==> src/sv/btok_pkg.sv <==
// btok_pkg: shared types, constants and byte-class helpers for the byte stream tokenizer.
// No dependencies; every other file imports it.
`timescale 1ns / 1ps
`default_nettype none

package btok_pkg;

  localparam int BYTE_W        = 8;
  localparam int KIND_W        = 4;
  localparam int VALUE_W       = 63;
  localparam int POS_WIDTH_DEF = 16;
  localparam int QUEUE_DEPTH   = 4;

  typedef enum logic [KIND_W-1:0] {
    TK_LET     = 4'd0,
    TK_PRINT   = 4'd1,
    TK_IDENT   = 4'd2,
    TK_INT     = 4'd3,
    TK_ASSIGN  = 4'd4,
    TK_PLUS    = 4'd5,
    TK_MINUS   = 4'd6,
    TK_SEMI    = 4'd7,
    TK_LPAREN  = 4'd8,
    TK_RPAREN  = 4'd9,
    TK_END     = 4'd10,
    TK_UNKNOWN = 4'd11
  } token_kind_e;

  typedef enum logic [2:0] {
    MODE_IDLE    = 3'd0,
    MODE_IDENT   = 3'd1,
    MODE_NUMBER  = 3'd2,
    MODE_SLASH   = 3'd3,
    MODE_COMMENT = 3'd4
  } scan_mode_e;

  localparam logic [BYTE_W-1:0] CH_SLASH   = 8'h2F;
  localparam logic [BYTE_W-1:0] CH_NEWLINE = 8'h0A;
  localparam logic [BYTE_W-1:0] CH_UNDER   = 8'h5F;
  localparam logic [BYTE_W-1:0] CH_EQUAL   = 8'h3D;
  localparam logic [BYTE_W-1:0] CH_PLUS    = 8'h2B;
  localparam logic [BYTE_W-1:0] CH_MINUS   = 8'h2D;
  localparam logic [BYTE_W-1:0] CH_SEMI    = 8'h3B;
  localparam logic [BYTE_W-1:0] CH_LPAREN  = 8'h28;
  localparam logic [BYTE_W-1:0] CH_RPAREN  = 8'h29;
  localparam logic [BYTE_W-1:0] CH_SPACE   = 8'h20;
  localparam logic [BYTE_W-1:0] CH_TAB     = 8'h09;
  localparam logic [BYTE_W-1:0] CH_CR      = 8'h0D;
  localparam logic [BYTE_W-1:0] CH_ZERO    = 8'h30;
  localparam logic [BYTE_W-1:0] CH_NINE    = 8'h39;
  // keyword letters
  localparam logic [BYTE_W-1:0] CH_L = 8'h6C;
  localparam logic [BYTE_W-1:0] CH_E = 8'h65;
  localparam logic [BYTE_W-1:0] CH_T = 8'h74;
  localparam logic [BYTE_W-1:0] CH_P = 8'h70;
  localparam logic [BYTE_W-1:0] CH_R = 8'h72;
  localparam logic [BYTE_W-1:0] CH_I = 8'h69;
  localparam logic [BYTE_W-1:0] CH_N = 8'h6E;

  function automatic logic is_letter(input logic [BYTE_W-1:0] b);
    return (b >= 8'h61 && b <= 8'h7A) || (b >= 8'h41 && b <= 8'h5A) || (b == CH_UNDER);
  endfunction

  function automatic logic is_digit(input logic [BYTE_W-1:0] b);
    return (b >= CH_ZERO) && (b <= CH_NINE);
  endfunction

  function automatic logic is_space(input logic [BYTE_W-1:0] b);
    return (b == CH_SPACE) || ((b >= CH_TAB) && (b <= CH_CR));
  endfunction

  function automatic token_kind_e single_char_kind(input logic [BYTE_W-1:0] b);
    token_kind_e k;
    unique case (b)
      CH_EQUAL:  k = TK_ASSIGN;
      CH_PLUS:   k = TK_PLUS;
      CH_MINUS:  k = TK_MINUS;
      CH_SEMI:   k = TK_SEMI;
      CH_LPAREN: k = TK_LPAREN;
      CH_RPAREN: k = TK_RPAREN;
      default:   k = TK_UNKNOWN;
    endcase
    return k;
  endfunction

endpackage

`default_nettype wire

==> src/sv/btok_in_if.sv <==
// btok_in_if: valid/ready channel carrying one source byte per transaction.
// Depends on btok_pkg.
`timescale 1ns / 1ps
`default_nettype none

interface btok_in_if import btok_pkg::*; ();
  logic              valid;
  logic              ready;
  logic [BYTE_W-1:0] text_byte;
  logic              finish;

  modport source (output valid, output text_byte, output finish, input ready);
  modport sink   (input valid, input text_byte, input finish, output ready);
endinterface

`default_nettype wire

==> src/sv/btok_out_if.sv <==
// btok_out_if: valid/ready channel carrying one token per transaction.
// Depends on btok_pkg.
`timescale 1ns / 1ps
`default_nettype none

interface btok_out_if import btok_pkg::*; #(
  parameter int POS_WIDTH = POS_WIDTH_DEF
) ();
  logic                 valid;
  logic                 ready;
  logic [KIND_W-1:0]    token_kind;
  logic [VALUE_W-1:0]   int_value;
  logic [POS_WIDTH-1:0] start_pos;
  logic [POS_WIDTH-1:0] token_length;
  logic                 last_of_run;

  modport source (output valid, output token_kind, output int_value, output start_pos,
                  output token_length, output last_of_run, input ready);
  modport sink   (input valid, input token_kind, input int_value, input start_pos,
                  input token_length, input last_of_run, output ready);
endinterface

`default_nettype wire

==> src/sv/btok_scan.sv <==
// btok_scan: front end. Accepts bytes, runs the scanner state and packs the
// zero, one or two tokens a byte produces into one queue entry. Depends on btok_pkg.
`timescale 1ns / 1ps
`default_nettype none

module btok_scan import btok_pkg::*; #(
  parameter int POS_WIDTH = POS_WIDTH_DEF,
  parameter int ENTRY_W   = 2 * KIND_W + VALUE_W + 4 * POS_WIDTH + 1
) (
  input  wire logic               clk_i,
  input  wire logic               rst_ni,
  btok_in_if.sink                 in_i,
  input  wire logic               q_full_i,
  output logic                    q_push_o,
  output logic [ENTRY_W-1:0]      q_data_o
);

  localparam int SUM_W = VALUE_W + 4;
  localparam logic [POS_WIDTH-1:0] POS_MAX = {POS_WIDTH{1'b1}};
  localparam logic [POS_WIDTH-1:0] LEN_ONE = POS_WIDTH'(1);

  scan_mode_e            mode_q, mode_d;
  logic [VALUE_W-1:0]    accum_q, accum_d;
  logic                  ovf_q, ovf_d;
  logic [POS_WIDTH-1:0]  start_q, start_d;
  logic [POS_WIDTH-1:0]  len_q, len_d;
  logic                  let_q, let_d;
  logic                  print_q, print_d;
  logic [POS_WIDTH-1:0]  pos_q, pos_d;

  logic [BYTE_W-1:0]     b;
  logic                  accept, eoi, restart, use_flush;
  logic [SUM_W-1:0]      num_sum;
  logic [POS_WIDTH-1:0]  len_inc, pos_inc;

  logic                  flush_v;
  token_kind_e           flush_kind;
  logic [VALUE_W-1:0]    flush_val;
  logic                  sec_v;
  token_kind_e           sec_kind;
  logic [POS_WIDTH-1:0]  sec_len;

  token_kind_e           k0, k1;
  logic [VALUE_W-1:0]    v0;
  logic [POS_WIDTH-1:0]  s0, l0, s1, l1;
  logic                  two;

  assign b         = in_i.text_byte;
  assign in_i.ready = !q_full_i;
  assign accept    = in_i.valid && !q_full_i;
  assign eoi       = in_i.finish || (b == '0);

  // acc*10 + digit; anything above the low 63 bits is overflow
  assign num_sum = ({4'b0, accum_q} << 3) + ({4'b0, accum_q} << 1)
                 + SUM_W'(b[3:0]);
  assign len_inc = (len_q == POS_MAX) ? len_q : len_q + LEN_ONE;
  assign pos_inc = (pos_q == POS_MAX) ? pos_q : pos_q + LEN_ONE;

  // token still open from earlier bytes
  always_comb begin
    flush_v    = 1'b0;
    flush_kind = TK_IDENT;
    flush_val  = '0;
    unique case (mode_q)
      MODE_IDENT: begin
        flush_v = 1'b1;
        if (let_q && len_q == POS_WIDTH'(3)) flush_kind = TK_LET;
        else if (print_q && len_q == POS_WIDTH'(5)) flush_kind = TK_PRINT;
        else flush_kind = TK_IDENT;
      end
      MODE_NUMBER: begin
        flush_v    = 1'b1;
        flush_kind = TK_INT;
        flush_val  = ovf_q ? '0 : accum_q;
      end
      MODE_SLASH: begin
        flush_v    = 1'b1;
        flush_kind = TK_UNKNOWN;
      end
      default: begin
        flush_v = 1'b0;
      end
    endcase
  end

  always_comb begin
    mode_d    = mode_q;
    accum_d   = accum_q;
    ovf_d     = ovf_q;
    start_d   = start_q;
    len_d     = len_q;
    let_d     = let_q;
    print_d   = print_q;
    pos_d     = pos_q;
    restart   = 1'b0;
    use_flush = 1'b0;
    sec_v     = 1'b0;
    sec_kind  = TK_UNKNOWN;
    sec_len   = LEN_ONE;

    if (accept) begin
      pos_d = pos_inc;
      if (eoi) begin
        use_flush = flush_v;
        sec_v     = 1'b1;
        sec_kind  = TK_END;
        sec_len   = '0;
        mode_d    = MODE_IDLE;
        accum_d   = '0;
        ovf_d     = 1'b0;
        start_d   = '0;
        len_d     = '0;
        let_d     = 1'b0;
        print_d   = 1'b0;
        pos_d     = '0;
      end else begin
        unique case (mode_q)
          MODE_IDENT: begin
            if (is_letter(b) || is_digit(b)) begin
              let_d   = let_q && ((len_q == POS_WIDTH'(1) && b == CH_E) ||
                                  (len_q == POS_WIDTH'(2) && b == CH_T));
              print_d = print_q && ((len_q == POS_WIDTH'(1) && b == CH_R) ||
                                    (len_q == POS_WIDTH'(2) && b == CH_I) ||
                                    (len_q == POS_WIDTH'(3) && b == CH_N) ||
                                    (len_q == POS_WIDTH'(4) && b == CH_T));
              len_d   = len_inc;
            end else begin
              restart = 1'b1;
            end
          end
          MODE_NUMBER: begin
            if (is_digit(b)) begin
              if (!ovf_q) begin
                if (|num_sum[SUM_W-1:VALUE_W]) ovf_d = 1'b1;
                else accum_d = num_sum[VALUE_W-1:0];
              end
              len_d = len_inc;
            end else begin
              restart = 1'b1;
            end
          end
          MODE_SLASH: begin
            if (b == CH_SLASH) mode_d = MODE_COMMENT;
            else restart = 1'b1;
          end
          MODE_COMMENT: begin
            if (b == CH_NEWLINE) mode_d = MODE_IDLE;
          end
          default: begin
            restart = 1'b1;
          end
        endcase

        if (restart) begin
          use_flush = flush_v;
          mode_d    = MODE_IDLE;
          if (is_space(b)) begin
            mode_d = MODE_IDLE;
          end else if (b == CH_SLASH) begin
            mode_d  = MODE_SLASH;
            start_d = pos_q;
            len_d   = LEN_ONE;
          end else if (is_letter(b)) begin
            mode_d  = MODE_IDENT;
            start_d = pos_q;
            len_d   = LEN_ONE;
            let_d   = (b == CH_L);
            print_d = (b == CH_P);
          end else if (is_digit(b)) begin
            mode_d  = MODE_NUMBER;
            start_d = pos_q;
            len_d   = LEN_ONE;
            accum_d = VALUE_W'(b[3:0]);
            ovf_d   = 1'b0;
          end else begin
            sec_v    = 1'b1;
            sec_kind = single_char_kind(b);
          end
        end
      end
    end
  end

  // pack: the second slot only ever holds a value-less token
  always_comb begin
    if (use_flush) begin
      k0  = flush_kind;
      v0  = flush_val;
      s0  = start_q;
      l0  = (mode_q == MODE_SLASH) ? LEN_ONE : len_q;
      two = sec_v;
    end else begin
      k0  = sec_kind;
      v0  = '0;
      s0  = pos_q;
      l0  = sec_len;
      two = 1'b0;
    end
    k1 = sec_kind;
    s1 = pos_q;
    l1 = sec_len;
  end

  assign q_push_o = use_flush || sec_v;
  assign q_data_o = {two, k0, v0, s0, l0, k1, s1, l1};

  always_ff @(posedge clk_i or negedge rst_ni) begin
    if (!rst_ni) begin
      mode_q  <= MODE_IDLE;
      accum_q <= '0;
      ovf_q   <= 1'b0;
      start_q <= '0;
      len_q   <= '0;
      let_q   <= 1'b0;
      print_q <= 1'b0;
      pos_q   <= '0;
    end else begin
      mode_q  <= mode_d;
      accum_q <= accum_d;
      ovf_q   <= ovf_d;
      start_q <= start_d;
      len_q   <= len_d;
      let_q   <= let_d;
      print_q <= print_d;
      pos_q   <= pos_d;
    end
  end

endmodule

`default_nettype wire

==> src/sv/btok_queue.sv <==
// btok_queue: small flop-based FIFO between scanner and token emitter.
// Depends on btok_pkg for the default depth.
`timescale 1ns / 1ps
`default_nettype none

module btok_queue import btok_pkg::*; #(
  parameter int WIDTH = 8,
  parameter int DEPTH = QUEUE_DEPTH
) (
  input  wire logic             clk_i,
  input  wire logic             rst_ni,
  input  wire logic             push_i,
  input  wire logic [WIDTH-1:0] data_i,
  output logic                  full_o,
  input  wire logic             pop_i,
  output logic [WIDTH-1:0]      data_o,
  output logic                  empty_o
);

  localparam int AW = (DEPTH > 1) ? $clog2(DEPTH) : 1;
  localparam int CW = $clog2(DEPTH + 1);
  localparam logic [AW-1:0] LAST = AW'(DEPTH - 1);

  logic [WIDTH-1:0] mem_q [DEPTH];
  logic [AW-1:0]    wptr_q, wptr_d, rptr_q, rptr_d;
  logic [CW-1:0]    cnt_q, cnt_d;
  logic             do_push, do_pop;

  assign full_o  = (cnt_q == CW'(DEPTH));
  assign empty_o = (cnt_q == '0);
  assign do_push = push_i && !full_o;
  assign do_pop  = pop_i && !empty_o;
  assign data_o  = mem_q[rptr_q];

  always_comb begin
    wptr_d = wptr_q;
    rptr_d = rptr_q;
    cnt_d  = cnt_q;
    if (do_push) wptr_d = (wptr_q == LAST) ? '0 : wptr_q + AW'(1);
    if (do_pop)  rptr_d = (rptr_q == LAST) ? '0 : rptr_q + AW'(1);
    if (do_push && !do_pop) cnt_d = cnt_q + CW'(1);
    else if (do_pop && !do_push) cnt_d = cnt_q - CW'(1);
  end

  always_ff @(posedge clk_i) begin
    if (do_push) mem_q[wptr_q] <= data_i;
  end

  always_ff @(posedge clk_i or negedge rst_ni) begin
    if (!rst_ni) begin
      wptr_q <= '0;
      rptr_q <= '0;
      cnt_q  <= '0;
    end else begin
      wptr_q <= wptr_d;
      rptr_q <= rptr_d;
      cnt_q  <= cnt_d;
    end
  end

endmodule

`default_nettype wire

==> src/sv/btok_emit.sv <==
// btok_emit: back end. Unpacks queue entries into single tokens and drives the
// registered output channel, flagging the last token of each run. Depends on btok_pkg.
`timescale 1ns / 1ps
`default_nettype none

module btok_emit import btok_pkg::*; #(
  parameter int POS_WIDTH = POS_WIDTH_DEF,
  parameter int ENTRY_W   = 2 * KIND_W + VALUE_W + 4 * POS_WIDTH + 1
) (
  input  wire logic               clk_i,
  input  wire logic               rst_ni,
  input  wire logic               q_empty_i,
  input  wire logic [ENTRY_W-1:0] q_data_i,
  output logic                    q_pop_o,
  btok_out_if.source              out_o
);

  logic                 e_two;
  logic [KIND_W-1:0]    e_k0, e_k1;
  logic [VALUE_W-1:0]   e_v0;
  logic [POS_WIDTH-1:0] e_s0, e_l0, e_s1, e_l1;

  logic                 sub_q, sub_d;
  logic                 vld_q, vld_d;
  logic [KIND_W-1:0]    kind_q, kind_d;
  logic [VALUE_W-1:0]   val_q, val_d;
  logic [POS_WIDTH-1:0] start_q, start_d;
  logic [POS_WIDTH-1:0] len_q, len_d;
  logic                 last_q, last_d;
  logic                 load;

  assign {e_two, e_k0, e_v0, e_s0, e_l0, e_k1, e_s1, e_l1} = q_data_i;

  assign load = !q_empty_i && (!vld_q || out_o.ready);

  always_comb begin
    sub_d   = sub_q;
    vld_d   = vld_q && !out_o.ready;
    kind_d  = kind_q;
    val_d   = val_q;
    start_d = start_q;
    len_d   = len_q;
    last_d  = last_q;
    q_pop_o = 1'b0;
    if (load) begin
      vld_d = 1'b1;
      if (!sub_q) begin
        kind_d  = e_k0;
        val_d   = e_v0;
        start_d = e_s0;
        len_d   = e_l0;
        last_d  = !e_two;
        sub_d   = e_two;
        q_pop_o = !e_two;
      end else begin
        kind_d  = e_k1;
        val_d   = '0;
        start_d = e_s1;
        len_d   = e_l1;
        last_d  = 1'b1;
        sub_d   = 1'b0;
        q_pop_o = 1'b1;
      end
    end
  end

  always_ff @(posedge clk_i or negedge rst_ni) begin
    if (!rst_ni) begin
      sub_q <= 1'b0;
      vld_q <= 1'b0;
    end else begin
      sub_q <= sub_d;
      vld_q <= vld_d;
    end
  end

  always_ff @(posedge clk_i) begin
    kind_q  <= kind_d;
    val_q   <= val_d;
    start_q <= start_d;
    len_q   <= len_d;
    last_q  <= last_d;
  end

  assign out_o.valid        = vld_q;
  assign out_o.token_kind   = kind_q;
  assign out_o.int_value    = val_q;
  assign out_o.start_pos    = start_q;
  assign out_o.token_length = len_q;
  assign out_o.last_of_run  = last_q;

endmodule

`default_nettype wire

==> src/sv/byte_stream_tokenizer_top.sv <==
// byte_stream_tokenizer_top: scanner front end, entry queue, token emitter.
// Throughput: one byte per cycle while the queue is not full; one token leaves per cycle
// while the output is ready, and a two-token byte holds its entry until both have left;
// input stalls while the queue is full. Path: a byte's tokens go into a queue entry, then
// the output register; the second token of a two-token byte loads once the first is taken.
// Reset: asynchronous, active low; clears scanner state, queue and output valid.
`timescale 1ns / 1ps
`default_nettype none

module byte_stream_tokenizer_top import btok_pkg::*; #(
  parameter int POS_WIDTH = POS_WIDTH_DEF
) (
  input  wire logic       clk_i,
  input  wire logic       rst_ni,
  btok_in_if.sink         in_i,
  btok_out_if.source      out_o
);

  localparam int ENTRY_W = 2 * KIND_W + VALUE_W + 4 * POS_WIDTH + 1;

  logic               q_push, q_full, q_pop, q_empty;
  logic [ENTRY_W-1:0] q_wdata, q_rdata;

  btok_scan #(
    .POS_WIDTH (POS_WIDTH),
    .ENTRY_W   (ENTRY_W)
  ) u_scan (
    .clk_i    (clk_i),
    .rst_ni   (rst_ni),
    .in_i     (in_i),
    .q_full_i (q_full),
    .q_push_o (q_push),
    .q_data_o (q_wdata)
  );

  btok_queue #(
    .WIDTH (ENTRY_W),
    .DEPTH (QUEUE_DEPTH)
  ) u_queue (
    .clk_i   (clk_i),
    .rst_ni  (rst_ni),
    .push_i  (q_push),
    .data_i  (q_wdata),
    .full_o  (q_full),
    .pop_i   (q_pop),
    .data_o  (q_rdata),
    .empty_o (q_empty)
  );

  btok_emit #(
    .POS_WIDTH (POS_WIDTH),
    .ENTRY_W   (ENTRY_W)
  ) u_emit (
    .clk_i     (clk_i),
    .rst_ni    (rst_ni),
    .q_empty_i (q_empty),
    .q_data_i  (q_rdata),
    .q_pop_o   (q_pop),
    .out_o     (out_o)
  );

`ifndef NO_ASSERTIONS
  a_no_push_when_full: assert property (@(posedge clk_i) disable iff (!rst_ni)
    !(q_push && q_full))
    else $error("scanner pushed into a full queue");

  a_pop_needs_entry: assert property (@(posedge clk_i) disable iff (!rst_ni)
    q_pop |-> !q_empty)
    else $error("emitter popped an empty queue");

  a_end_shape: assert property (@(posedge clk_i) disable iff (!rst_ni)
    (out_o.valid && out_o.token_kind == TK_END) |->
      (out_o.token_length == '0 && out_o.last_of_run))
    else $error("END token must have zero length and close its run");

  a_value_only_int: assert property (@(posedge clk_i) disable iff (!rst_ni)
    (out_o.valid && out_o.int_value != '0) |-> out_o.token_kind == TK_INT)
    else $error("nonzero value on a non-integer token");
`endif

endmodule

`default_nettype wire
==> src/flat_wrapper.sv <==
// flat-port wrapper written by rule: the top's interface ports become plain ports
module byte_stream_tokenizer_top_flat import btok_pkg::*;
#(
  parameter int POS_WIDTH = POS_WIDTH_DEF
)
  (clk_i, rst_ni, in_i_valid, in_i_text_byte, in_i_finish, in_i_ready, out_o_valid, out_o_token_kind, out_o_int_value, out_o_start_pos, out_o_token_length, out_o_last_of_run, out_o_ready);
  btok_in_if in_i_i ();
  btok_out_if #(.POS_WIDTH(POS_WIDTH)) out_o_i ();
  input  wire logic clk_i;
  input  wire logic rst_ni;
  input wire logic [$bits(in_i_i.valid)-1:0] in_i_valid;
  input wire logic [$bits(in_i_i.text_byte)-1:0] in_i_text_byte;
  input wire logic [$bits(in_i_i.finish)-1:0] in_i_finish;
  output wire logic [$bits(in_i_i.ready)-1:0] in_i_ready;
  output wire logic [$bits(out_o_i.valid)-1:0] out_o_valid;
  output wire logic [$bits(out_o_i.token_kind)-1:0] out_o_token_kind;
  output wire logic [$bits(out_o_i.int_value)-1:0] out_o_int_value;
  output wire logic [$bits(out_o_i.start_pos)-1:0] out_o_start_pos;
  output wire logic [$bits(out_o_i.token_length)-1:0] out_o_token_length;
  output wire logic [$bits(out_o_i.last_of_run)-1:0] out_o_last_of_run;
  input wire logic [$bits(out_o_i.ready)-1:0] out_o_ready;
  assign in_i_i.valid = in_i_valid;
  assign in_i_i.text_byte = in_i_text_byte;
  assign in_i_i.finish = in_i_finish;
  assign in_i_ready = in_i_i.ready;
  assign out_o_valid = out_o_i.valid;
  assign out_o_token_kind = out_o_i.token_kind;
  assign out_o_int_value = out_o_i.int_value;
  assign out_o_start_pos = out_o_i.start_pos;
  assign out_o_token_length = out_o_i.token_length;
  assign out_o_last_of_run = out_o_i.last_of_run;
  assign out_o_i.ready = out_o_ready;
  byte_stream_tokenizer_top #(.POS_WIDTH(POS_WIDTH)) u_core (.clk_i(clk_i), .rst_ni(rst_ni), .in_i(in_i_i), .out_o(out_o_i));
endmodule
==> config.mk <==
export PLATFORM = sky130hd
export DESIGN_NAME = byte_stream_tokenizer_top_flat
export DESIGN_NICKNAME = d
export VERILOG_FILES = /design/src/sv/btok_pkg.sv /design/src/sv/btok_in_if.sv /design/src/sv/btok_out_if.sv /design/src/sv/btok_scan.sv /design/src/sv/btok_queue.sv /design/src/sv/btok_emit.sv /design/src/sv/byte_stream_tokenizer_top.sv /design/src/flat_wrapper.sv
export SDC_FILE = /design/constraint.sdc
export NUM_CORES = 1
export LEC_CHECK = 0
export BUFFER_PORTS_ARGS = -buffer_cell sky130_fd_sc_hd__buf_2
export CORE_MARGIN = 3
export CORE_UTILIZATION = 45
export CTS_CLUSTER_SIZE = 14
export DETAILED_ROUTE_END_ITERATION = 10
export PLACE_DENSITY = 0.66
export SYNTH_ARGS = -nofsm -noshare
export SYNTH_HDL_FRONTEND = slang
export SYNTH_SLANG_ARGS = --single-unit
==> constraint.sdc <==
create_clock -name clk_i -period 8.5 [get_ports clk_i]
set_input_delay 0.85 -clock clk_i [delete_from_list [all_inputs] [get_ports clk_i]]
set_output_delay 0.85 -clock clk_i [all_outputs]
set_load 0.03 [all_outputs]
==> results.md <==
* Via count at 19412
* Most used DFF post-synth: edfxtp_1
* Sw frac at 30.7%
* Area contributors post-synth: edfxtp_1 (53%), dfrtp_1 (9.5%), mux4_2 (8.2%)
* First-pass GRT wire length at between 100000 and 150000 um
* Synth Net Count at 2393
* Residual DRC at 0
* Hold/Removal Path Class: primary input to async pin
* Gpl congestion at 0.907
* Status: finished, final reports clean
* Wire per inst at 22.0 um
* Power Internal at around 8.0 mW
* IO Pins at roughly 120
* Share of post-route cells with drive strength above 1 at 20.0%
* Syn Area/Cell at 14.8 sq um
* Post-synth EDFFs at 584
* # resized after CTS at 0
* GR Overflow Total at 0
* FILL cells at 6057
* CTS Buf Count at 77
* Initial Utilization at 45.9%
* Worst Path Max Fanout at 41
* Slowest Stage Delay on Critical Path at 830 ps
* Final cycle utilization of the critical path at 61.1%
* Sequential share of the synthesized area at 62.5%
* Cell Pwr Density at between 300 and 400 mW/mm^2
* CP max stage cell: a2111oi_4
* Synth top area share at around 53%
* Final Slew Violations at 0
* CTS Hold Buffers Added at 0
* Critical path cell sequence: buf_2 > inv_1 > fa_1 > inv_1 > ha_1 > a211oi_2 > o21ai_2 > a41oi_2 > o21ai_2 > a31oi_4 > nor4_2 > or4_4 > a2111oi_4 > o21ai_4 > buf_4 > a22o_1
* Clock Pin Slew Worst Setup and Hold Paths at 60 ps
* Setup TNS at 0 ps
* Rows at 98
* #FFs+latches synth at 710
* Slew HR at 22.2%
* Leakage power at between 10 and 15 nW
* Hpwl dp at 48000 um
* Die ar. at 0.0768 sq mm
* Synth Instances at 2241
* H-Tree Depth at 3
* Required time worst endpoint at 8990 ps
* Switching pwr at between 3 and 4 mW
* Startpoint types: primary input
* # Post-CTS Setup Buffers at 0
* Vias in the first global route at 20360
* Core ar. at 0.0721 sq mm
* Sequential power share at 45.4%
* Final Util at 51.5%
* # nets final at 2493
* RSZ-0062 raised after global routing: false
* Initial drt markers at ~1200
* Global Route Usage Sum at 19.4%
* Max VDD drop at 174 uV
* Design Area, Final at 0.0371 sq mm
* Die X at 277 um
* Syn. warnings at 0
* Register area at 0.0207 sq mm
* Crit Path Category: primary input to register
* Post-route ant nets at 0
* Hold Violations, Final at 0
* Pre-antenna DRT Iters at 5
* Initial antenna violation count at 2
* Die height at 277 um
* Max-cap violation count at 0
* Synth unique cells at 79
* Crit path time final at 5200 ps
* Largest net degree at the start of global routing at 72
* Wirelength, routed at between 70000 and 80000 um
* Clock sink count at 710
* IO Port Bufs at roughly 110
* Area growth, synth to finish at 12.2%
* Fmax at 192 MHz
* Clk pwr share at 28.6%
* Root Buffer Master: clkbuf_16
* Slew of the pin with the lowest slew margin at 1160 ps
* Cell taking the most area after synthesis: edfxtp_1
* Worst Setup End Kind: register
* Multi-input gate area at between 0.01 and 0.015 sq mm
* Final setup fails at 0
* TritonCTS clock tree: yes
* Tot Pwr at 11.6 mW
* Placed Instance Area at 0.0346 sq mm
* Maximum clock path buffer count at 3
* CP Data Arrival Time at about 5700 ps
* Detailed-route vias per instance at 5.79
* Clk_skew at 21.4 ps
* Clock Latency Late Sink at 620 ps
* Async set-reset flop share out of synthesis at 17.7%
* Combinational share of power at 26.1%
* Netlist Area Pre-Place at 0.0331 sq mm
## power groups by stage
stage               sequential, mW  clock [mW]  combinational, mW
global placement              5.28           0               3.05
CTS                           5.27        3.39               3.10
floorplan                     5.77           0               1.74
global route                  5.35        3.53               3.24
finish                        5.24        3.30               3.01
detailed placement            5.33           0               3.08
## Yosys cell counts (all sizes together) (34+ instances only)
master	n
nor2	92
nor2b	94
and2	71
nand2	119
o2bb2ai	61
dfrtp	126
a21oi	113
ha	136
buf	41
o21ai	108
inv	41
mux2	39
xor2	38
mux4	121
edfxtp	584
nand4	34
clkbuf	77
## through the flow
stage                     hold WS [ps]  instances  setup WS (ps)
after CTS                          257       3354           3340
after global routing               310       3354           2970
after detailed placement           473       3212           2720
after floorplan                    444       2241           -351
final                              265       3355           3300
after global placement             469       3212           2820
## worst max-delay path: cells and delay by family
family	cells	cell delay, ps
adder cells (fa/ha/maj)	2	920
AND/OR/NAND/NOR	2	530
AO/OA/AOI/OAI	8	2500
buffers and inverters	4	790
## worst paths after layout
kind | cells past startpoint | end | from | slack (ps)
max | 16 | u_core.u_scan.accum_q[33]$_DFFE_PN0P_ | in_i_text_byte[3] | 3300
min | 1 | u_core.u_scan.accum_q[57]$_DFFE_PN0P_ | rst_ni | 260
max reg2reg | 15 | u_core.u_scan.accum_q[33]$_DFFE_PN0P_ | u_core.u_scan.accum_q[2]$_DFFE_PN0P_ | 3450
min reg2reg | 2 | u_core.u_scan.start_q[14]$_DFFE_PN0P_ | u_core.u_scan.start_q[14]$_DFFE_PN0P_ | 500
max in group asynchronous | 2 | u_core.u_queue.rptr_q[0]$_DFFE_PN0P_ | rst_ni | 6880
min in group clk_i | 2 | u_core.u_emit.out_o.valid$_DFF_PN0_ | out_o_ready | 450
## cell type report
cell class,count,area share (%)
antenna,1,0.00674
sequential,710,55.8
tap,950,3.20
multi-input combinational,1372,31.8
timing repair buffer,139,2.09
clock buffer,106,5.76
clock inverter,36,1.01
inverter,41,0.414
## state kept, by name (all words and copies together), names as in the netlist
name / count
u_core.u_scan.len_q: 16
u_core.u_scan.start_q: 16
u_core.u_queue.cnt_q: 3
u_core.u_scan.ovf_q: 1
u_core.u_emit.out_o.valid: 1
u_core.u_emit.sub_q: 1
u_core.u_emit.out_o.token_kind: 4
u_core.u_scan.let_q: 1
u_core.u_emit.out_o.int_value: 63
u_core.u_queue.mem_q: 484
u_core.u_queue.rptr_q: 2
u_core.u_scan.mode_q: 3
u_core.u_queue.wptr_q: 2
u_core.u_emit.out_o.start_pos: 16
u_core.u_scan.pos_q: 16
u_core.u_scan.accum_q: 63
u_core.u_emit.out_o.last_of_run: 1
u_core.u_scan.print_q: 1
u_core.u_emit.out_o.token_length: 16
## cell usage in the layout (no fill, tap or decap), types with 7 or more instances in the layout
master and instances:
edfxtp_1 584, ha_1 136, dfrtp_1 123, mux4_2 121
nand2_1 118, buf_2 113, a21oi_1 108, nor2_1 91
nor2b_1 90, o21ai_0 85, clkbuf_16 79, and2_1 71
inv_1 41, mux2_2 39, xor2_1 38, nand4_1 34
nand3_1 32, xnor2_1 32, o2bb2ai_1 31, o2bb2ai_2 30
a21o_1 29, buf_4 24, and3_1 23, nor3_1 21
clkbuf_1 21, a31oi_1 20, o21ai_1 18, a22o_1 17
nor4_1 15, o211ai_1 13, o31ai_1 12, nand2b_1 11
or3_1 11, clkinv_2 11, o21bai_1 10, a211oi_1 8
o21a_1 8, a211o_1 7, clkinv_1 7
## logic make-up after synthesis
kind of cell	count (synthesis)	synth area share [%]
and+or+nand+nor	545	8.69
adders and majority gates	139	5.33
buffers and inverters	159	2.03
muxes	164	9.69
AOI/OAI and AO/OA	454	9.87
xor gates and xnor gates	70	1.85
DFF	710	62.5
## metal layers
| layer | GRT usage (%) | share of wire (%) |
|---|---|---|
| met1 | 25.0 | 42 |
| met2 | 33.7 | 51 |
| met3 | 2.97 | 4.7 |
| met4 | 5.97 | 2.4 |
| met5 | 0 | 0.018 |
Power figures use the tool's default switching activity.
